--- src/sv/frm_pkg.sv ---
`timescale 1ns / 1ps

package frm_pkg;

	// Number of fault table entries and the width of an entry number.
	localparam int ENTRY_MAX = 11;
	localparam int IDX_W     = 4;

	// Operation codes as they arrive on the operation port.
	localparam logic [2:0] OP_RAISE   = 3'd0;
	localparam logic [2:0] OP_DEBOUNCE = 3'd1;
	localparam logic [2:0] OP_CLEAR   = 3'd2;
	localparam logic [2:0] OP_RETRY   = 3'd3;
	localparam logic [2:0] OP_COOL    = 3'd4;
	localparam logic [2:0] OP_HEALTHY = 3'd5;

	// Configuration register indexes.
	localparam logic [2:0] REG_ENTRY_COUNT    = 3'd0;
	localparam logic [2:0] REG_FATAL_ENTRIES  = 3'd1;
	localparam logic [2:0] REG_RETRY_ENTRIES  = 3'd2;
	localparam logic [2:0] REG_RETRY_LIMITS   = 3'd3;
	localparam logic [2:0] REG_COOLDOWNS_LOW  = 3'd4;
	localparam logic [2:0] REG_COOLDOWNS_HIGH = 3'd5;
	localparam logic [2:0] REG_HEALTHY_PERIOD = 3'd6;

	// Command word handed from cell to cell along the chain.
	typedef struct packed {
		logic                 valid;
		logic [2:0]           op;
		logic [4:0]           fault_index;
		logic [7:0]           debounce_limit;
		logic [ENTRY_MAX-1:0] clear_mask;
		logic [15:0]          elapsed_ms;
		logic                 decided;      // retry outcome already settled upstream
		logic                 granted;
		logic                 raise;        // debounce threshold reached
		logic                 reset_counts; // healthy period reached
	} tok_t;

endpackage

--- src/sv/frm_cell.sv ---
`timescale 1ns / 1ps

module frm_cell (
	input  logic                        clk,
	input  logic                        arst_n,
	input  frm_pkg::tok_t               tok_in,
	output frm_pkg::tok_t               tok_out,
	input  logic [frm_pkg::IDX_W-1:0]   cell_index,
	input  logic                        used,
	input  logic                        retry_entry,
	input  logic                        active,
	input  logic [3:0]                  retry_limit,
	input  logic [9:0]                  cooldown,
	output logic                        escalated
);
	import frm_pkg::*;

	tok_t       tok_q, tok_d;
	logic [7:0] deb_q, deb_d, deb_inc;
	logic [3:0] cnt_q, cnt_d;
	logic [9:0] tmr_q, tmr_d;
	logic       esc_q, esc_d;

	assign deb_inc = (deb_q != 8'hFF) ? deb_q + 8'd1 : deb_q;

	always_comb begin
		tok_d = tok_in;
		deb_d = deb_q;
		cnt_d = cnt_q;
		tmr_d = tmr_q;
		esc_d = esc_q;
		if (tok_in.valid) begin
			case (tok_in.op)
				OP_DEBOUNCE: begin
					if (used && ({1'b0, cell_index} == tok_in.fault_index)) begin
						if (deb_inc >= tok_in.debounce_limit) begin
							deb_d = tok_in.debounce_limit;
							tok_d.raise = 1'b1;
						end else begin
							deb_d = deb_inc;
						end
					end
				end
				OP_CLEAR: begin
					if (used && tok_in.clear_mask[cell_index]) begin
						deb_d = 8'd0;
					end
				end
				OP_RETRY: begin
					if (!tok_in.decided && active && retry_entry) begin
						tok_d.decided = 1'b1;
						if (cnt_q >= retry_limit) begin
							esc_d = 1'b1;
						end else if (tmr_q == 10'd0) begin
							cnt_d = cnt_q + 4'd1;
							tmr_d = cooldown;
							tok_d.granted = 1'b1;
						end
					end
				end
				OP_COOL: begin
					if (used) begin
						if ({6'd0, tmr_q} > tok_in.elapsed_ms) begin
							tmr_d = tmr_q - tok_in.elapsed_ms[9:0];
						end else begin
							tmr_d = 10'd0;
						end
					end
				end
				OP_HEALTHY: begin
					if (tok_in.reset_counts && retry_entry) begin
						cnt_d = 4'd0;
					end
				end
				default: begin
				end
			endcase
		end
	end

	always_ff @(posedge clk or negedge arst_n) begin
		if (!arst_n) begin
			tok_q <= '0;
			deb_q <= 8'd0;
			cnt_q <= 4'd0;
			tmr_q <= 10'd0;
			esc_q <= 1'b0;
		end else begin
			tok_q <= tok_d;
			deb_q <= deb_d;
			cnt_q <= cnt_d;
			tmr_q <= tmr_d;
			esc_q <= esc_d;
		end
	end

	assign tok_out   = tok_q;
	assign escalated = esc_q;

endmodule

--- src/sv/fault_retry_manager.sv ---
`timescale 1ns / 1ps

// Motor fault manager. A command word is taken when start is high while busy is low; its
// result word appears on active_faults, retry_granted and escalated_entries for exactly one
// cycle with done high. The receiver cannot hold a result off, so it must capture the word
// in the cycle that done is high. busy stays high from the accepting edge until the edge at
// which the word leaves the last cell, a register ahead of done, so a new command may be
// taken while the previous result is still being shown. The word is registered at launch,
// then walks through the row of eleven entry cells, each cell updating its own debounce
// counter, retry counter and cooldown timer as it passes; as it leaves the last cell the
// outcome is folded into the active fault mask and the result registers. Configuration is
// written through cfg_we, cfg_index and cfg_data and must only be changed while busy is low.
module fault_retry_manager (
	input  logic        clk,
	input  logic        arst_n,
	input  logic        start,
	output logic        busy,
	input  logic [2:0]  operation,
	input  logic [4:0]  fault_index,
	input  logic [7:0]  debounce_limit,
	input  logic [31:0] clear_mask,
	input  logic [15:0] elapsed_ms,
	output logic        done,
	output logic [31:0] active_faults,
	output logic        retry_granted,
	output logic [10:0] escalated_entries,
	input  logic        cfg_we,
	input  logic [2:0]  cfg_index,
	input  logic [59:0] cfg_data
);
	import frm_pkg::*;

	// Configuration registers.
	logic [3:0]  entry_count_q;
	logic [10:0] fatal_entries_q;
	logic [10:0] retry_entries_q;
	logic [43:0] retry_limits_q;
	logic [59:0] cooldowns_low_q;
	logic [49:0] cooldowns_high_q;
	logic [15:0] healthy_period_q;

	// Block state held outside the cells.
	logic [31:0] active_q;
	logic [16:0] acc_q;
	logic        busy_q;

	// The command is kept here so that the mask can be updated once the chain is done.
	logic [2:0]  op_q;
	logic [4:0]  idx_q;
	logic [31:0] mask_q;

	// Result word registers.
	logic        done_q;
	logic [31:0] res_active_q;
	logic        res_granted_q;
	logic [10:0] res_esc_q;

	tok_t                 tok [0:ENTRY_MAX];
	tok_t                 launch_q, launch_d;
	logic [ENTRY_MAX-1:0] used_mask, auto_set, fatal_set, esc_bits;
	logic [3:0]           used_count;
	logic [16:0]          acc_sum;
	logic                 accept, period_reached;
	logic [31:0]          raise_bit, next_active;

	assign accept = start && !busy_q;

	// An entry count above the table size behaves as the table size.
	assign used_count = (entry_count_q > 4'(ENTRY_MAX)) ? 4'(ENTRY_MAX) : entry_count_q;

	always_comb begin
		for (int i = 0; i < ENTRY_MAX; i++) begin
			used_mask[i] = (4'(i) < used_count);
		end
	end

	// Fatal severity wins over auto retry for an entry marked as both.
	assign auto_set  = retry_entries_q & ~fatal_entries_q & used_mask;
	assign fatal_set = (fatal_entries_q | esc_bits) & used_mask;

	// The healthy accumulator is seventeen bits wide and cannot overflow; a period of zero is reached on every tick.
	assign acc_sum        = acc_q + {1'b0, elapsed_ms};
	assign period_reached = (acc_sum >= {1'b0, healthy_period_q});

	always_comb begin
		launch_d                = '0;
		launch_d.valid          = accept;
		launch_d.op             = operation;
		launch_d.fault_index    = fault_index;
		launch_d.debounce_limit = debounce_limit;
		launch_d.clear_mask     = clear_mask[ENTRY_MAX-1:0];
		launch_d.elapsed_ms     = elapsed_ms;
		// A retry is refused outright while a fatal fault is active or nothing is active.
		launch_d.decided        = ((active_q[ENTRY_MAX-1:0] & fatal_set) != '0)
		                          || (active_q == 32'd0);
		launch_d.reset_counts   = (operation == OP_HEALTHY) && period_reached;
	end

	assign tok[0] = launch_q;

	for (genvar i = 0; i < ENTRY_MAX; i++) begin : g_cell
		logic [9:0] cooldown_i;
		if (i < 6) begin : g_low
			assign cooldown_i = cooldowns_low_q[10*i +: 10];
		end else begin : g_high
			assign cooldown_i = cooldowns_high_q[10*(i-6) +: 10];
		end

		frm_cell u_cell (
			.clk         (clk),
			.arst_n      (arst_n),
			.tok_in      (tok[i]),
			.tok_out     (tok[i+1]),
			.cell_index  (IDX_W'(i)),
			.used        (used_mask[i]),
			.retry_entry (auto_set[i]),
			.active      (active_q[i]),
			.retry_limit (retry_limits_q[4*i +: 4]),
			.cooldown    (cooldown_i),
			.escalated   (esc_bits[i])
		);
	end

	// Fold the outcome of the chain into the active fault mask.
	assign raise_bit = 32'd1 << idx_q;

	always_comb begin
		next_active = active_q;
		case (op_q)
			OP_RAISE: begin
				next_active = active_q | raise_bit;
			end
			OP_DEBOUNCE: begin
				// A bit outside the table in use is raised at once.
				if (({1'b0, idx_q} >= {2'b00, used_count}) || tok[ENTRY_MAX].raise) begin
					next_active = active_q | raise_bit;
				end
			end
			OP_CLEAR: begin
				next_active = active_q & ~mask_q;
			end
			default: begin
			end
		endcase
	end

	always_ff @(posedge clk or negedge arst_n) begin
		if (!arst_n) begin
			entry_count_q    <= 4'd11;
			fatal_entries_q  <= 11'd1409;
			retry_entries_q  <= 11'd638;
			retry_limits_q   <= 44'd206177378849;
			cooldowns_low_q  <= 60'd564049679789680500;
			cooldowns_high_q <= 50'd536870912500;
			healthy_period_q <= 16'd30000;
		end else if (cfg_we) begin
			case (cfg_index)
				REG_ENTRY_COUNT:    entry_count_q    <= cfg_data[3:0];
				REG_FATAL_ENTRIES:  fatal_entries_q  <= cfg_data[10:0];
				REG_RETRY_ENTRIES:  retry_entries_q  <= cfg_data[10:0];
				REG_RETRY_LIMITS:   retry_limits_q   <= cfg_data[43:0];
				REG_COOLDOWNS_LOW:  cooldowns_low_q  <= cfg_data[59:0];
				REG_COOLDOWNS_HIGH: cooldowns_high_q <= cfg_data[49:0];
				REG_HEALTHY_PERIOD: healthy_period_q <= cfg_data[15:0];
				default: begin
				end
			endcase
		end
	end

	always_ff @(posedge clk or negedge arst_n) begin
		if (!arst_n) begin
			launch_q <= '0;
			busy_q   <= 1'b0;
			done_q   <= 1'b0;
			active_q <= 32'd0;
			acc_q    <= 17'd0;
		end else begin
			launch_q <= launch_d;
			done_q   <= tok[ENTRY_MAX].valid;
			if (accept) begin
				busy_q <= 1'b1;
				if (operation == OP_HEALTHY) begin
					acc_q <= period_reached ? 17'd0 : acc_sum;
				end
			end else if (tok[ENTRY_MAX].valid) begin
				busy_q   <= 1'b0;
				active_q <= next_active;
			end
		end
	end

	// Command and result payload registers need no reset.
	always_ff @(posedge clk) begin
		if (accept) begin
			op_q   <= operation;
			idx_q  <= fault_index;
			mask_q <= clear_mask;
		end
		if (tok[ENTRY_MAX].valid) begin
			res_active_q  <= next_active;
			res_granted_q <= tok[ENTRY_MAX].granted;
			res_esc_q     <= esc_bits;
		end
	end

	assign busy              = busy_q;
	assign done              = done_q;
	assign active_faults     = res_active_q;
	assign retry_granted     = res_granted_q;
	assign escalated_entries = res_esc_q;

	// A taken command always makes the block busy in the next cycle.
	a_accept_busy: assert property (@(posedge clk) disable iff (!arst_n)
		accept |=> busy_q)
		else $error("accepted command did not raise busy");

	// A result word only follows a busy period.
	a_done_after_busy: assert property (@(posedge clk) disable iff (!arst_n)
		$rose(done_q) |-> $past(busy_q))
		else $error("result word without a command in flight");

	// Only a retry request can be granted.
	a_grant_retry: assert property (@(posedge clk) disable iff (!arst_n)
		tok[ENTRY_MAX].valid && tok[ENTRY_MAX].granted |-> op_q == OP_RETRY)
		else $error("grant on an operation other than retry");

	// Escalation is never undone by anything short of reset.
	a_esc_sticky: assert property (@(posedge clk) disable iff (!arst_n)
		($past(esc_bits) & ~esc_bits) == '0)
		else $error("escalated entry was cleared");

endmodule
--- config.mk ---
export PLATFORM = sky130hd
export DESIGN_NAME = fault_retry_manager
export DESIGN_NICKNAME = d
export VERILOG_FILES = /design/src/sv/frm_pkg.sv /design/src/sv/frm_cell.sv /design/src/sv/fault_retry_manager.sv
export SDC_FILE = /design/constraint.sdc
export NUM_CORES = 2
export LEC_CHECK = 0
export BUFFER_PORTS_ARGS = -buffer_cell sky130_fd_sc_hd__buf_2
export CORE_MARGIN = 2
export CORE_UTILIZATION = 65
export DETAILED_ROUTE_END_ITERATION = 12
export PLACE_DENSITY = 0.89
export REMOVE_ABC_BUFFERS = 1
export SYNTH_ARGS = -nofsm -noshare
export SYNTH_HDL_FRONTEND = slang
export SYNTH_SLANG_ARGS = --single-unit
--- constraint.sdc ---
create_clock -name clk -period 8.1 [get_ports clk]
set_input_delay 1.215 -clock clk [delete_from_list [all_inputs] [get_ports clk]]
set_output_delay 1.215 -clock clk [all_outputs]
set_load 0.005 [all_outputs]
==> flow_summary.json <==
{
  "drt-met1-wl_um": 48600,
  "rows": 101,
  "dieArea_um2": 78100,
  "synth.distinct_cells": 94,
  "cts_tree": "done",
  "vias": 36700,
  "hold_violations": 0,
  "remaining_drc_errors": 0,
  "fp.dieH_um": 279,
  "dpl-instance-area_um2": 51400,
  "period_minus_slack_ps": 4760,
  "area_growth_pct": 11.8,
  "ys_seq_area_frac": 0.547,
  "drv_cap": 0,
  "grt_max_degree": 202,
  "post-place-ws_ps": 2730,
  "setup_tns_ps": 0,
  "gp_congestion": 0.969,
  "relSlewSlack": 0.131,
  "setup_ws_ps": 3340,
  "cpMaxStageDelayCell": "fa_1",
  "synthArstFlopShare": 0.921,
  "grt_pass1_wl_um": 198000,
  "die_x_um": 279,
  "finish.instance_area_um2": 55100,
  "hp-start": "g_cell[4].u_cell.tok_out[30]$_DFF_PN0_",
  "cts_made_buffers": 104,
  "netlist_area_um2": 49300,
  "wl_met2_um": 60400,
  "cts-root-buf": "clkbuf_16",
  "drv_slew": 0,
  "cts_max_level": 3,
  "skew_ps": 72.4,
  "r2r_start": "acc_q[0]$_DFFE_PN0P_",
  "avgSynthCellArea_um2": 11.1,
  "finalCritPeriodShare": 0.588,
  "critPathKind": "in2reg",
  "setup_violations": 0,
  "cts_setup_buffers": 0,
  "tightest_slew_ps": 1300,
  "grt_pass1_vias": 36900,
  "drive_gt1_frac": 0.151,
  "yosysWarningCount": 0,
  "io_buffers": 176,
  "path_cells": "buf_2, ha_1, fa_1, a211o_1, o211ai_1, a21oi_1, a211o_1, a21bo_2, xnor2_1, inv_1, ha_1, a2111oi_0, a31oi_1, nor3_1, o31ai_4, o31ai_1",
  "vdd_ir_drop_max_uv": 174,
  "vias_per_cell": 6.39,
  "firstDrtPassIters": 5,
  "outcome": "completed",
  "cts_resized": 0,
  "crit_arrival_ps": 5330,
  "synth-edff-count": 84,
  "drtIter0Drc": 3792,
  "clock_sinks": 1058,
  "overflow": 0,
  "grt_antenna_before_repair": 8,
  "wirelength_um": 125000,
  "initial_core_util": 0.653,
  "clkTransAtPathRegs_ps": 70,
  "cellPowerDensity_nw_per_um2": 220,
  "clock_latency_ps": 710,
  "ys_seq_elements": 1058,
  "path_max_fanout": 16,
  "core_um2": 75600,
  "maxUsedRoutingLayer": "met5",
  "hp-class": "reg2reg",
  "cts_hold_buffers": 0,
  "ys.flop_type": "dfrtp_1",
  "wire_per_inst_um": 21.8,
  "ant_nets": 0,
  "path_delay_family": "compound AO/OA/AOI/OAI gates",
  "wl_met3_um": 9600,
  "grt_setup_unrepaired": "false",
  "syn_inst": 4457,
  "p_leak_nw": 25.7,
  "ios": 177,
  "worstSetupStartpoint": "elapsed_ms[0]",
  "maxClockFrequency_mhz": 210,
  "grtUsageTotal": 0.322,
  "critPathCaptureType": "flop",
  "nets": 5112,
  "critPathLaunchType": "input pin",
  "critPathBufInv": 2,
  "crit_path_max_incr_delay_ps": 440,
  "place_hpwl_um": 86700,
  "clock_path_buffers": 3,
  "crit_required_ps": 8660
}
[kinds of logic after synthesis]
group,count (synthesis),synth area share
DFF,1058,0.547
buffers and inverters,440,0.0339
and+or+nand+nor,1256,0.129
AOI/OAI and AO/OA,997,0.126
xor gates and xnor gates,109,0.0194
muxes,285,0.0630
adders and majority gates,312,0.0810
[power breakdown]
group	switching [mW]	internal (mW)
Sequential	0.254	5.73
Combinational	0.547	0.424
Clock	2.16	2.99
[sequential cells by signal (all words and copies together), names as in the netlist, 44 cells and up]
register               flops
cooldowns_low_q           60
retry_limits_q            44
g_cell.u_cell.tmr_q      110
cooldowns_high_q          50
g_cell.u_cell.tok_out    428
launch_q                  46
g_cell.u_cell.deb_q       88
g_cell.u_cell.cnt_q       44
[layer usage]
layer	track usage	vias to the layer above
met5	0	-
met4	0.161	2
met3	0.0549	416
met2	0.531	1718
met1	0.415	18100
li1	-	16400
[synthesized netlist by cell type, types with 28 or more instances]
master / n / area [µm²]
o21ai_0: 279 / 1400
o21a_1: 45 / 338
mux2i_1: 81 / 811
ha_1: 300 / 3750
nor2_1: 225 / 845
a21oi_1: 203 / 1020
a22oi_1: 72 / 541
edfxtp_1: 84 / 2520
nor3_1: 43 / 215
a31oi_1: 57 / 357
o21ai_1: 78 / 390
inv_1: 337 / 1260
xor2_1: 31 / 272
nand3_1: 148 / 741
xnor2_1: 78 / 683
nand2b_1: 79 / 494
or4_1: 37 / 278
nand4_1: 53 / 332
nand2_1: 397 / 1490
mux2_2: 204 / 2300
dfstp_2: 77 / 2020
clkbuf_1: 76 / 285
and2_1: 28 / 175
nor2b_1: 38 / 238
dfrtp_1: 897 / 22400
and3_1: 29 / 181
a21o_1: 54 / 405
nor4_1: 54 / 338
[path summary, 6_finish.rpt]
check,to,slack [ps],cells past startpoint
max,acc_q[0]$_DFFE_PN0P_,3340,16
min,g_cell[5].u_cell.tok_out[30]$_DFF_PN0_,340,0
max reg2reg,acc_q[0]$_DFFE_PN0P_,3630,15
min reg2reg,g_cell[5].u_cell.tok_out[30]$_DFF_PN0_,340,0
max in group asynchronous,g_cell[10].u_cell.tok_out[47]$_DFF_PN0_,5710,2
min in group asynchronous,healthy_period_q[15]$_DFFE_PN0P_,580,1
[metrics by stage]
step                      power (mW)  utilization  instances  hold WS, ps
final                           12.1        0.729       5742          340
after detailed placement        7.00        0.680       5541          336
after floorplan                 6.57            -       4355          331
after CTS                       12.1        0.729       5738          348
after global routing            12.5        0.729       5742          351
after global placement          6.93        0.680       5541          331
[cell type report]
class	count	area, µm²
Clock inverter	52	718
Tap cell	978	1220
Timing Repair Buffer	208	1180
Fill cell	4765	20400
Inverter	338	1270
Clock buffer	145	3020
Sequential cell	1058	27000
Multi-Input combinational cell	2959	20700
Antenna cell	4	10.0
[placed cells by master (no fill, tap or decap), drive strengths merged, types with 28 or more instances in the layout]
| cell | n |
|---|---|
| nand3 | 148 |
| o21ai | 358 |
| xnor2 | 78 |
| nand2b | 79 |
| nor3 | 44 |
| clkbuf | 145 |
| xor2 | 31 |
| dfstp | 77 |
| nand2 | 397 |
| o21a | 45 |
| nand4 | 53 |
| nor2 | 225 |
| and2 | 28 |
| o311ai | 29 |
| mux2 | 204 |
| and3 | 29 |
| a21oi | 205 |
| mux2i | 81 |
| a22oi | 72 |
| inv | 344 |
| buf | 208 |
| or4 | 40 |
| a21o | 54 |
| nor4 | 58 |
| a31oi | 57 |
| dfrtp | 897 |
| edfxtp | 84 |
| ha | 300 |
| nor2b | 38 |
Note: power is estimated with default switching activity, not from simulation.
